===== src/sv/first_fit_boundary_tag_allocator_unit_defines.svh =====
// Assertion macros shared by the allocator modules.
`ifndef FIRST_FIT_BOUNDARY_TAG_ALLOCATOR_UNIT_DEFINES_SVH
`define FIRST_FIT_BOUNDARY_TAG_ALLOCATOR_UNIT_DEFINES_SVH

// Assert an implication on the rising clock edge, held off during reset.
`define FFBT_ASSERT_IMP(label, clk, rstn, ante, cons, msg) \
    label: assert property (@(posedge clk) disable iff (!rstn) (ante) |-> (cons)) \
        else $error(msg);

// Assert an implication checked on the next clock edge, held off during reset.
`define FFBT_ASSERT_NEXT(label, clk, rstn, ante, cons, msg) \
    label: assert property (@(posedge clk) disable iff (!rstn) (ante) |=> (cons)) \
        else $error(msg);

`endif


===== src/sv/ffbt_pkg.sv =====
// -----------------------------------------------------------------------------
// ffbt_pkg
// Shared types, constants and codes of the first-fit boundary-tag allocator.
// -----------------------------------------------------------------------------
`default_nettype none

package ffbt_pkg;

    localparam int HeapBytes = 4096;
    localparam int TagBytes  = 8;
    localparam int AW        = $clog2(HeapBytes);
    // Sums are carried two bits wider so that overruns past the heap show.
    localparam int XW        = AW + 2;
    localparam int SW        = AW + 1;

    localparam logic [XW-1:0] HEAP_X  = XW'(HeapBytes);
    localparam logic [XW-1:0] TAG_X   = XW'(TagBytes);
    localparam logic [XW-1:0] TAG2_X  = XW'(2 * TagBytes);
    localparam logic [SW-1:0] INIT_SZ = SW'(HeapBytes - 2 * TagBytes);

    typedef enum logic [1:0] {
        OP_ALLOC = 2'd0,
        OP_FREE  = 2'd1,
        OP_INIT  = 2'd2,
        OP_NONE  = 2'd3
    } op_t;

    typedef enum logic [1:0] {
        ST_OK       = 2'd0,
        ST_NOFIT    = 2'd1,
        ST_WASFREE  = 2'd2,
        ST_RSVD     = 2'd3
    } status_t;

    typedef enum logic [4:0] {
        S_IDLE, S_CLR, S_IWR0, S_IWR1,
        S_ARD, S_AWAIT, S_ACHK, S_AWR0, S_AWR1, S_AWR2, S_AWR3,
        S_FRD, S_FWAIT, S_FCHK, S_FNRD, S_FNWAIT, S_FNCHK,
        S_FPRD, S_FPWAIT, S_FPCHK, S_FWR0, S_FWR1,
        S_OUT
    } state_t;

    // Datapath commands, one per controller state.
    typedef struct packed {
        state_t st;
        logic   load;
        // Set with load when the beat starts an allocate walk at address zero.
        logic   walk;
    } cmd_t;

    typedef struct packed {
        logic req_zero;
        logic walk_end;
        logic fit;
        logic split;
        logic clr_done;
        logic free_bad;
        logic was_free;
        logic pad;
    } sts_t;

endpackage

`default_nettype wire


===== src/sv/ffbt_ctrl.sv =====
// -----------------------------------------------------------------------------
// ffbt_ctrl
// Controller state machine: sequences clear, allocate walk and free merge.
// -----------------------------------------------------------------------------
`default_nettype none

module ffbt_ctrl (
    input  wire logic              aclk,
    input  wire logic              aresetn,
    input  wire logic              in_valid,
    output logic                   in_ready,
    input  wire logic [1:0]        in_op,
    input  wire logic [11:0]       in_addr,
    input  wire ffbt_pkg::sts_t    sts,
    output ffbt_pkg::cmd_t         cmd,
    output logic                   out_valid,
    input  wire logic              out_ready,
    output logic [1:0]             out_status
);
    import ffbt_pkg::*;

    state_t      state_reg, state_next;
    op_t         op_reg;
    logic [1:0]  stat_reg, stat_next;
    logic        bad_p;

    // Payload address below one tag is rejected.
    assign bad_p = (XW'(in_addr) < TAG_X);

    always_ff @(posedge aclk) begin
        if (!aresetn) begin
            state_reg <= S_CLR;
            stat_reg  <= ST_OK;
            op_reg    <= OP_NONE;
        end else begin
            state_reg <= state_next;
            stat_reg  <= stat_next;
            if (in_valid && in_ready) begin
                op_reg <= op_t'(in_op);
            end
        end
    end

    // Next state and commands.
    always_comb begin
        state_next = state_reg;
        stat_next  = stat_reg;
        cmd.st     = state_reg;
        cmd.load   = 1'b0;
        cmd.walk   = 1'b0;
        in_ready   = (state_reg == S_IDLE);
        out_valid  = (state_reg == S_OUT);
        out_status = stat_reg;
        case (state_reg)
            S_IDLE: begin
                if (in_valid) begin
                    cmd.load = 1'b1;
                    case (op_t'(in_op))
                        OP_ALLOC: begin
                            cmd.walk   = 1'b1;
                            state_next = S_ARD;
                        end
                        OP_FREE: begin
                            if (bad_p) begin
                                stat_next  = ST_NOFIT;
                                state_next = S_OUT;
                            end else begin
                                state_next = S_FRD;
                            end
                        end
                        OP_INIT: state_next = S_CLR;
                        default: begin
                            stat_next  = ST_NOFIT;
                            state_next = S_OUT;
                        end
                    endcase
                end
            end
            S_CLR:  if (sts.clr_done) state_next = S_IWR0;
            S_IWR0: state_next = S_IWR1;
            S_IWR1: begin
                stat_next  = ST_OK;
                state_next = (op_reg == OP_INIT) ? S_OUT : S_IDLE;
            end
            S_ARD: begin
                if (sts.req_zero) begin
                    stat_next  = ST_NOFIT;
                    state_next = S_OUT;
                end else begin
                    state_next = S_AWAIT;
                end
            end
            S_AWAIT: state_next = S_ACHK;
            S_ACHK: begin
                if (sts.walk_end) begin
                    stat_next  = ST_NOFIT;
                    state_next = S_OUT;
                end else if (sts.fit) begin
                    stat_next  = ST_OK;
                    state_next = sts.split ? S_AWR0 : S_AWR2;
                end else begin
                    state_next = S_ARD;
                end
            end
            S_AWR0: state_next = S_AWR1;
            S_AWR1: state_next = S_AWR2;
            S_AWR2: state_next = S_AWR3;
            S_AWR3: state_next = S_OUT;
            S_FRD:   state_next = S_FWAIT;
            S_FWAIT: state_next = S_FCHK;
            S_FCHK: begin
                if (sts.was_free) begin
                    stat_next  = ST_WASFREE;
                    state_next = S_OUT;
                end else if (sts.free_bad) begin
                    stat_next  = ST_NOFIT;
                    state_next = S_OUT;
                end else begin
                    stat_next  = ST_OK;
                    state_next = S_FNRD;
                end
            end
            S_FNRD: begin
                state_next = sts.pad ? S_FNWAIT : S_FPRD;
            end
            S_FNWAIT: state_next = S_FNCHK;
            S_FNCHK:  state_next = S_FPRD;
            S_FPRD:   state_next = S_FPWAIT;
            S_FPWAIT: state_next = S_FPCHK;
            S_FPCHK:  state_next = S_FWR0;
            S_FWR0:   state_next = S_FWR1;
            S_FWR1:   state_next = S_OUT;
            S_OUT:    if (out_ready) state_next = S_IDLE;
            default:  state_next = S_IDLE;
        endcase
    end

    `include "first_fit_boundary_tag_allocator_unit_defines.svh"

    `FFBT_ASSERT_NEXT(a_out_hold, aclk, aresetn, out_valid && !out_ready, out_valid && $stable(out_status), "result must hold while stalled")
    `FFBT_ASSERT_IMP(a_excl, aclk, aresetn, in_ready, !out_valid, "accept and result never overlap")
    `FFBT_ASSERT_IMP(a_status, aclk, aresetn, out_valid, out_status != ST_RSVD, "reserved status")

endmodule

`default_nettype wire


===== config.mk =====
export PLATFORM = sky130hd
export DESIGN_NAME = ffbt_ctrl
export DESIGN_NICKNAME = d
export VERILOG_FILES = /design/src/sv/ffbt_pkg.sv /design/src/sv/ffbt_ctrl.sv
export VERILOG_INCLUDE_DIRS = /design/src /design/src/sv
export SDC_FILE = /design/constraint.sdc
export NUM_CORES = 1
export LEC_CHECK = 0
export BUFFER_PORTS_ARGS = -buffer_cell sky130_fd_sc_hd__buf_2
export CORE_MARGIN = 2
export CORE_UTILIZATION = 45
export DETAILED_ROUTE_END_ITERATION = 16
export PLACE_DENSITY = 0.77
export SYNTH_ARGS = -nofsm -noshare
export SYNTH_HDL_FRONTEND = slang
export SYNTH_SLANG_ARGS = --single-unit

===== constraint.sdc =====
create_clock -name aclk -period 4.9 [get_ports aclk]
set_input_delay 0.98 -clock aclk [delete_from_list [all_inputs] [get_ports aclk]]
set_output_delay 0.98 -clock aclk [all_outputs]
set_load 0.02 [all_outputs]

# --- Yosys cells after proc, flatten, opt, wreduce, memory -nomap -nowiden ---
# Index checks and enable logic that the tools add are counted.
word_totals:
  input_bits: 26
  ramBits: 0
  rom_bits: 0
  ff_bits: 9
  latchBits: 0
  memories: 0
classes:
  bitwise_logic: 0
  n_div: 0
  n_reduce_logical: 8
  shift: 0
  magnitude_cmp: 1
  n_addsub: 0
  n_mul: 0
  n_eq_ne: 32
  muxes: 26
op_table:
  columns: ["op", "count"]
  rows:
  - ["5-bit case mux with 22 select lines", 1]
  - ["5-bit 2-to-1 mux", 10]
  - ["5-bit by 4-bit equality test with 1-bit output (second input constant)", 8]
  - ["5-bit equality test (second input constant)", 7]
  - ["5-bit by 3-bit equality test with 1-bit output (second input constant)", 4]
  - ["2-bit 2-to-1 mux", 8]
  - ["5-bit case mux with 3 select lines", 1]
  - ["12-bit by 4-bit < comparator with 1-bit output (second input constant)", 1]
  - ["5-bit by 2-bit equality test with 1-bit output (second input constant)", 2]
  - ["2-bit case mux with 5 select lines", 1]
  - ["4-bit 2-to-1 mux", 2]
  - ["2-bit inequality test (second input constant)", 4]
  - ["3-bit inequality test (second input constant)", 2]
  - ["6-bit AND reduction", 1]
  - ["5-bit by 1-bit equality test with 1-bit output (second input constant)", 1]
  - ["5-bit zero test", 1]
  - ["5-bit nonzero test", 1]
  - ["2-bit equality test (second input constant)", 2]
  - ["2-bit case mux with 2 select lines", 1]
  - ["2-bit OR reduction", 2]
  - ["3-bit AND reduction", 1]
  - ["2-bit by 1-bit equality test with 1-bit output (second input constant)", 1]
  - ["2-bit zero test", 1]
  - ["1-bit 2-to-1 mux", 2]
  - ["2 further kinds", 2]

# --- Logic depth before layout (Yosys ltp) ---
# Gate-level depths: netlist of run 1.
logic_depth:
  ltp_word: 5
  ltp_mapped: 6
  ltp_nobuf: 5

# --- Least setup slack after synthesis of run 1 ---
# Ideal clock, no wire load.
synth_path:
  path_kind: "register to output"
  start: "register state_reg[1]"
  end: "output cmd[0] in the netlist's numbering"
  required_time_ns: 3.920
  arrival_ns: 1.844
  slack_ns: 2.076
  path_buffers: 0
  path_stages_with_launch: 5
  path_cell_list: "dfxtp_1 > or3_4 > nor3_4 > nand2_1 > nor3_1"
synth_lines:
  columns: ["item", "line", "text"]
  rows:
  - ["start, declared", "ffbt_ctrl.sv:22", "state_t state_reg, state_next;"]
  - ["start signal, assigned", "ffbt_ctrl.sv:36", "state_reg <= state_next;"]
  - ["end, declared", "ffbt_ctrl.sv:15", "output ffbt_pkg::cmd_t cmd,"]

==> metrics.md, run 1 <==
| Metric | Value |
|---|---|
| RSZ-0062 raised after global routing | `false` |
| Syn avg cell area | `7.10 um2` |
| Fin cells | `around 170` |
| Fmax | `approximately 340 MHz` |
| Arrival time worst endpoint | `roughly 2.0 ns` |
| Post-layout power | `about 480 uW` |
| Post-CTS setup buffers | `0` |
| RR Startpoint | `state_reg[4]$_SDFFE_PN0P_` |
| DIE HEIGHT | `between 40 and 50 um` |
| VDD IR max | `about 0.22 mV` |
| CTS sink count | `9` |
| Setup_tns | `0 ns` |
| Fillers | `between 150 and 200` |
| Max Slew Vio Count | `0` |
| CP Launch Type | `flip-flop` |
| Register bit total from synthesis | `9` |
| Port Buffers | `33` |
| Max reg flops | `5` |
| Number of flops mapped to enable cells by yosys | `0` |
| Vias | `between 1000 and 1500` |
| I/O pin cnt | `37` |
| Fin crit period | `a little under 3 ns` |
| Placer Congestion | `around 0.89` |
| Initial antenna violation count | `0` |
| Largest net degree at the start of global routing | `19` |
| Hold Buf Count CTS | `0` |
| Asr flop ratio synth | `0%` |
| Critical path startpoint | `state_reg[0]$_SDFFE_PN1P_` |
| Part of the cycle the worst path needs | `approximately 61%` |
| Buf+Inv Stages, Crit Path | `1` |
| Max cap viols | `0` |
| Clock transition at the registers of the reported paths | `about 0.060 ns` |
| Die X | `between 40 and 50 um` |
| Final Core Density | `between 50% and 60%` |
| CP Class | `flip-flop to primary output` |
| Hold_sp | `out_status[0]$_SDFFE_PN0P_` |
| Critical-path maximum fanout | `17` |
| Outcome | `complete, no violations` |
| Area delta synth->final | `23.0%` |
| Post-Synthesis Cells | `119` |
| Core area | `approximately 1700 um2` |
| CTS tree | `yes` |
| Yosys top cell by area | `dfxtp_1` |
| Clk_lat worst skew | `~0.27 ns` |
| Slew @ Worst Pin | `around 0.54 ns` |
| Layout Skew | `roughly 0.0048 ns` |
| Detail Placement HPWL | `1.80 mm` |
| Drt pass-1 iters | `4` |
| Initial Util | `around half` |
| CP Cell Sequence | `or3_4 > nor3_4 > nand2_1 > nor3_1 > buf_2` |
| P per Cell Area | `about 460 nW/um2` |
| CP max stage cell | `or3_4` |
| Leakage | `roughly 0.0005 uW` |
| Total Nets Final | `between 150 and 200` |
| Layout cells sized above 1 | `26.8%` |
| Wirelength, routed | `roughly 2.3 mm` |
| Yosys warning count | `0` |
| Critical path endpoint category | `primary output` |
| Final antenna-violating net count | `0` |
| CTS resizes | `0` |
| Vias in the first global route | `917` |
| Iteration-0 DRC Markers | `44` |
| Top delay family on crit path | `simple AND/OR/NAND/NOR gates` |
| Std-Cell Rows | `15` |
| Tot GR Track Use | `24.1%` |
| Top cell type's share of synthesized area | `21.3%` |
| Net Count, Synth | `about 150` |
| Most used DFF post-synth | `dfxtp_1` |
| Register area share after synthesis | `roughly a fifth` |
| Synth cell types | `42` |
| GRT overflow | `0` |
| CP peak stage delay | `approximately 0.48 ns` |
| Vias/cell | `a little under 6` |
| Die Footprint | `around 2200 um2` |
| Dominant cells by area after synthesis | `dfxtp_1, nand2_1, o21ai_0` |
| Root Buffer | `clkbuf_4` |
| Final hold vios | `0` |
| Critical Path RT | `between 3 and 4 ns` |
| Slew margin rel. | `63.9%` |
| Max clock buf depth | `2` |
| Final Setup Violations | `0` |
| First-pass GRT wire length | `3.82 mm` |
| Placed cells | `170` |
| Synth Cell Area | `between 800 and 900 um2` |
| Ant diodes | `0` |
| Avg WL per Cell | `about 13 um` |
| DRC | `0` |
| Worst hold path type | `flip-flop to flip-flop` |
| H-Tree Depth | `1` |
| Total CTS buffers | `3` |
==> tightest hold or removal path, stage by stage (launching register included) <==
cell     delay (ns)
dfxtp_1        0.31
nand2_1        0.05
mux2i_1        0.05
==> cell families after synthesis <==
logic type	count (synthesis)	share of synthesized area (%)
multiplexers	2	2.37
AND/OR/NAND/NOR	58	39.7
buffers and inverters	13	6.07
AO/OA/AOI/OAI	37	30.5
flip-flops	9	21.3
==> report_power, final <==
group	switching [uW]	internal [uW]
combinational	144	124
sequential	57.4	92.2
clock	28.2	31.5
total	230	248
==> stage by stage <==
step           area (um2)  hold WS (ns)  setup WS (ns)
6_report             1040         0.466           1.92
5_1_grt              1040         0.479           1.71
4_1_cts              1040         0.465           1.90
3_5_place_dp         1010         0.454           2.21
3_3_place_gp         1010         0.441           2.24
2_1_floorplan         845         0.473           2.08
==> metal layers <==
layer	GRT usage [%]	vias to the layer above	wire, um
met4	8.89	0	40
li1	-	512	-
met1	30.6	437	1010
met3	6.54	6	211
met5	0	-	0
met2	38.9	53	1080
==> path summary, 6_finish.rpt <==
kind,to,slack (ns),cells past startpoint
setup / recovery,cmd[0],1.92,5
hold / removal,out_status[0]$_SDFFE_PN0P_,0.47,2
setup reg to reg,state_reg[1]$_SDFFE_PN0P_,2.96,5
hold reg to reg,out_status[0]$_SDFFE_PN0P_,0.47,2
==> final cells by class <==
type | count | area (um2) | share of cell area [%]
Timing Repair Buffer | 33 | 165 | 15.9
Inverter | 6 | 22.5 | 2.17
Clock buffer | 4 | 26.3 | 2.53
Multi-Input combinational cell | 97 | 613 | 59.0
Sequential cell | 9 | 180 | 17.3
Tap cell | 25 | 31.3 | 3.01
==> Yosys cell counts, types with 3 or more instances <==
master,count
nor2b_1,5
nand3_1,4
inv_1,6
a21oi_1,6
a31oi_1,3
clkbuf_1,5
nor2_1,8
nand2b_1,3
nor3_1,5
dfxtp_1,9
nand2_1,12
o21ai_0,8
and3_1,4
o2111ai_1,3
==> cells in the final DEF, fill, tap and decap left out, types with 3 or more instances in the layout <==
cell and count:
buf_2 33, nand2_1 12, dfxtp_1 9, nor2_1 8, o21ai_0 8, inv_1 6
a21oi_1 6, nor3_1 5, nor2b_1 5, and3_1 4, nand3_1 4, a31oi_1 3
nand2b_1 3, o2111ai_1 3, clkbuf_4 3
(Power assumes the default switching activity.)
==> inputs of run 2 (changes only) <==
--- a/config.mk
+++ b/config.mk
@@ -6,11 +6,12 @@
 export SDC_FILE = /design/constraint.sdc
 export NUM_CORES = 1
 export LEC_CHECK = 0
+export ABC_AREA = 1
 export BUFFER_PORTS_ARGS = -buffer_cell sky130_fd_sc_hd__buf_2
 export CORE_MARGIN = 2
-export CORE_UTILIZATION = 45
+export CORE_UTILIZATION = 44
 export DETAILED_ROUTE_END_ITERATION = 16
-export PLACE_DENSITY = 0.77
+export PLACE_DENSITY = 0.75
 export SYNTH_ARGS = -nofsm -noshare
 export SYNTH_HDL_FRONTEND = slang
 export SYNTH_SLANG_ARGS = --single-unit
==> constraint.sdc (replaced) <==
create_clock -name aclk -period 2.55 [get_ports aclk]
set_input_delay 0.51 -clock aclk [delete_from_list [all_inputs] [get_ports aclk]]
set_output_delay 0.51 -clock aclk [all_outputs]
set_load 0.02 [all_outputs]
==> metrics.md, run 2 <==
| Metric | Value |
|---|---|
| P_int | `449 uW (+81%)` |
| Layout cells sized above 1 | `25.2% (-1.6 points)` |
| Hold Buf Count CTS | `0 (unchanged)` |
| Initial Util | `46.3% (-2.1 points)` |
| Placer Congestion | `0.933 (+4.5%)` |
| Fin crit period | `about 2.1 ns` |
| Post-synthesis compound-gate area fraction | `7.90% (-23 points)` |
| Slew margin rel. | `71.0% (+7.1 points)` |
| Vias in the first global route | `1145 (+25%)` |
| Mux contribution to synthesized area | `0% (-2.4 points)` |
| Fmax | `469 MHz` |
| Most frequent cells in the layout | `nand2_1, nor2_1, buf_2` |
| Outcome | `complete, no violations` |
| Clock transition at the registers of the reported paths | `0.06 ns (about the same)` |
| Top layer in use | `met4` |
| Fin cells | `250 (+44%)` |
| FF+latch area | `180 um2 (unchanged)` |
| GRT overflow | `0 (unchanged)` |
| Fillers | `236 (+27%)` |
| Clock power frac | `11.0% (-1.5 points)` |
| Simple-Gate Fraction of Synth Area | `61.4% (+22 points)` |
| RSZ-0062 raised after global routing | `false` |
| Critical Path RT | `2.04 ns (-1.88 ns)` |
| CTS tree | `yes` |
| Max clock buf depth | `2 (unchanged)` |
| Std-Cell Rows | `17 (+2)` |
| CP Class | `flip-flop to primary output` |
| Vias | `1249 (+24%)` |
| First-pass GRT wire length | `4.85 mm (+27%)` |
| Critical path endpoint category | `primary output` |
| CTS sink count | `9 (unchanged)` |
| Area of the multi-input gates | `702 um2 (+14%)` |
| Register area share after synthesis | `17.8% (-3.6 points)` |
| Top cell type's share of synthesized area | `17.8% (-3.6 points)` |
| CP Launch Type | `flip-flop` |
| Most used DFF post-synth | `dfxtp_1` |
| Met3 Wirelength | `216 um (+2.4%)` |
| Gate power share | `65.4% (+9.2 points)` |
| Placed cells | `246 (+45%)` |
| Total CTS buffers | `3 (unchanged)` |
| Dominant cells by area after synthesis | `dfxtp_1, nand2_1, nor2_1` |
| Area delta synth->final | `20.7%` |
| Max Slew Vio Count | `0 (unchanged)` |
| DIE HEIGHT | `52.0 um (+9.9%)` |
| Setup_tns | `0 ns (unchanged)` |
| Synth Cell Area | `1010 um2 (+20%)` |
| Largest net degree at the start of global routing | `13 (-6)` |
| Final antenna-violating net count | `0 (unchanged)` |
| Post-Route Hold Slack | `0.464 ns (-0.00198 ns)` |
| I/O pin cnt | `37 (unchanged)` |
| Detail Placement HPWL | `2.37 mm (+32%)` |
| Die Footprint | `2700 um2 (+21%)` |
| Max reg flops | `5 (unchanged)` |
| Clk_lat worst skew | `0.26 ns (about the same)` |
| Total Nets Final | `249 (+41%)` |
| Post-Synthesis Cells | `187 (+57%)` |
| Register bit total from synthesis | `9 (unchanged)` |
| Tot GR Track Use | `23.6% (-0.50 points)` |
| Ant diodes | `0 (unchanged)` |
| Leakage | `0.000674 uW (+32%)` |
| Flop pwr share | `23.6% (-7.7 points)` |
| P per Cell Area | `793 nW/um2 (+72%)` |
| Part of the cycle the worst path needs | `83.7%` |
| Core area | `2190 um2 (+26%)` |
| Worst hold path type | `flip-flop to flip-flop` |
| Most instantiated cells after synthesis | `nand2_1, nor2_1, inv_1, nand3_1, dfxtp_1` |
| Yosys top cell by area | `dfxtp_1` |
| P_sw | `521 uW (+130%)` |
| Port Buffers | `33 (unchanged)` |
| Avg WL per Cell | `11.1 um (-17%)` |
| Switching Share | `53.7% (+5.6 points)` |
| Root Buffer | `clkbuf_4` |
| Arrival time worst endpoint | `1.62 ns (-0.38 ns)` |
| Wirelength, routed | `2.79 mm (+19%)` |
| Max cap viols | `0 (unchanged)` |
| Metal-1 WL | `1.21 mm (+20%)` |
| Synth Area in XOR/XNOR | `0% (unchanged)` |
| Syn avg cell area | `5.42 um2 (-24%)` |
| DRC | `0 (unchanged)` |
| Net Count, Synth | `213 (+47%)` |
| Synth cell types | `28 (-33%)` |
| Die X | `52.0 um (+9.9%)` |
| H-Tree Depth | `1 (unchanged)` |
| Initial antenna violation count | `0 (unchanged)` |
| Vias/cell | `5.00 (-14%)` |
| Number of flops mapped to enable cells by yosys | `0 (unchanged)` |
| Slew @ Worst Pin | `0.434 ns (-0.107 ns)` |
| Asr flop ratio synth | `0% (unchanged)` |
| CTS resizes | `0 (unchanged)` |
| Final Setup Violations | `0 (unchanged)` |
| Post-layout power | `970 uW (+100%)` |
| WL met2 | `1.32 mm (+22%)` |
| VDD IR max | `0.778 mV (+260%)` |
| Adder-Cell Fraction of Synth Area | `0% (unchanged)` |
| Commonest non-fill, non-tap cell in the layout | `nand2_1` |
| Yosys warning count | `0 (unchanged)` |
| Post-CTS setup buffers | `0 (unchanged)` |
| Iteration-0 DRC Markers | `62 (+41%)` |
| Final Core Density | `55.9% (-3.6 points)` |
| Drt pass-1 iters | `4 (unchanged)` |
| Critical-path maximum fanout | `12 (-5)` |
| Most frequent cell after synthesis | `nand2_1` |
| Layout Skew | `0.00387 ns (-0.000966 ns)` |
| Final hold vios | `0 (unchanged)` |
| Largest family of logic cells by synthesized area | `simple AND/OR/NAND/NOR gates` |
run 2: area by class of cell:
class                   instances  share of cell area [%]
clock buffers                   4                    2.15
inverters                      28                    8.79
multi-input cells             147                    57.4
flip-flops and latches          9                    14.7
well taps                      28                    2.86
repair buffers                 34                    14.1
run 2: stage by stage:
step                      setup WS, ns  instance area (um2)
after floorplan                  0.381                 1010
after global placement           0.693                 1200
after detailed placement         0.710                 1200
after CTS                        0.420                 1220
after global routing             0.240                 1220
final                            0.416                 1220
run 2: kinds of logic after synthesis:
| group | after synthesis |
|---|---|
| flops | 9 |
| compound gates | 13 |
| buf+inv | 31 |
| simple gates | 134 |
run 2: final timing paths:
path                                    from                         end  slack, ns  depth (start not counted)
setup reg to reg   state_reg[4]$_SDFFE_PN0P_  out_status[0]$_SDFFE_PN0P_       0.92                         10
hold reg to reg   out_status[1]$_SDFFE_PN0P_  out_status[1]$_SDFFE_PN0P_       0.46                          2
hold / removal    out_status[1]$_SDFFE_PN0P_  out_status[1]$_SDFFE_PN0P_       0.46                          2
setup / recovery   state_reg[4]$_SDFFE_PN0P_                      cmd[0]       0.42                          8
run 2: routing by layer:
layer	global-route usage, %	vias up
met3	7.47	4
met4	4.82	0
met5	0	-
met2	38.6	52
met1	30.4	528
li1	-	665
run 2: worst max-delay path, stage by stage, from the launching register on:
cell and delay [ns]:
dfxtp_1 0.40, inv_2 0.21, nand2_2 0.11, nor2_4 0.16, inv_2 0.06, nor2_2 0.11, inv_1 0.08, nor2_1 0.08
buf_2 0.16
run 2: power by group through the flow:
stage	combinational, uW	sequential, uW	clock [uW]
floorplan	452	256	0
global placement	620	234	0
detailed placement	626	232	0
CTS	630	229	111
global route	711	239	122
finish	634	229	107
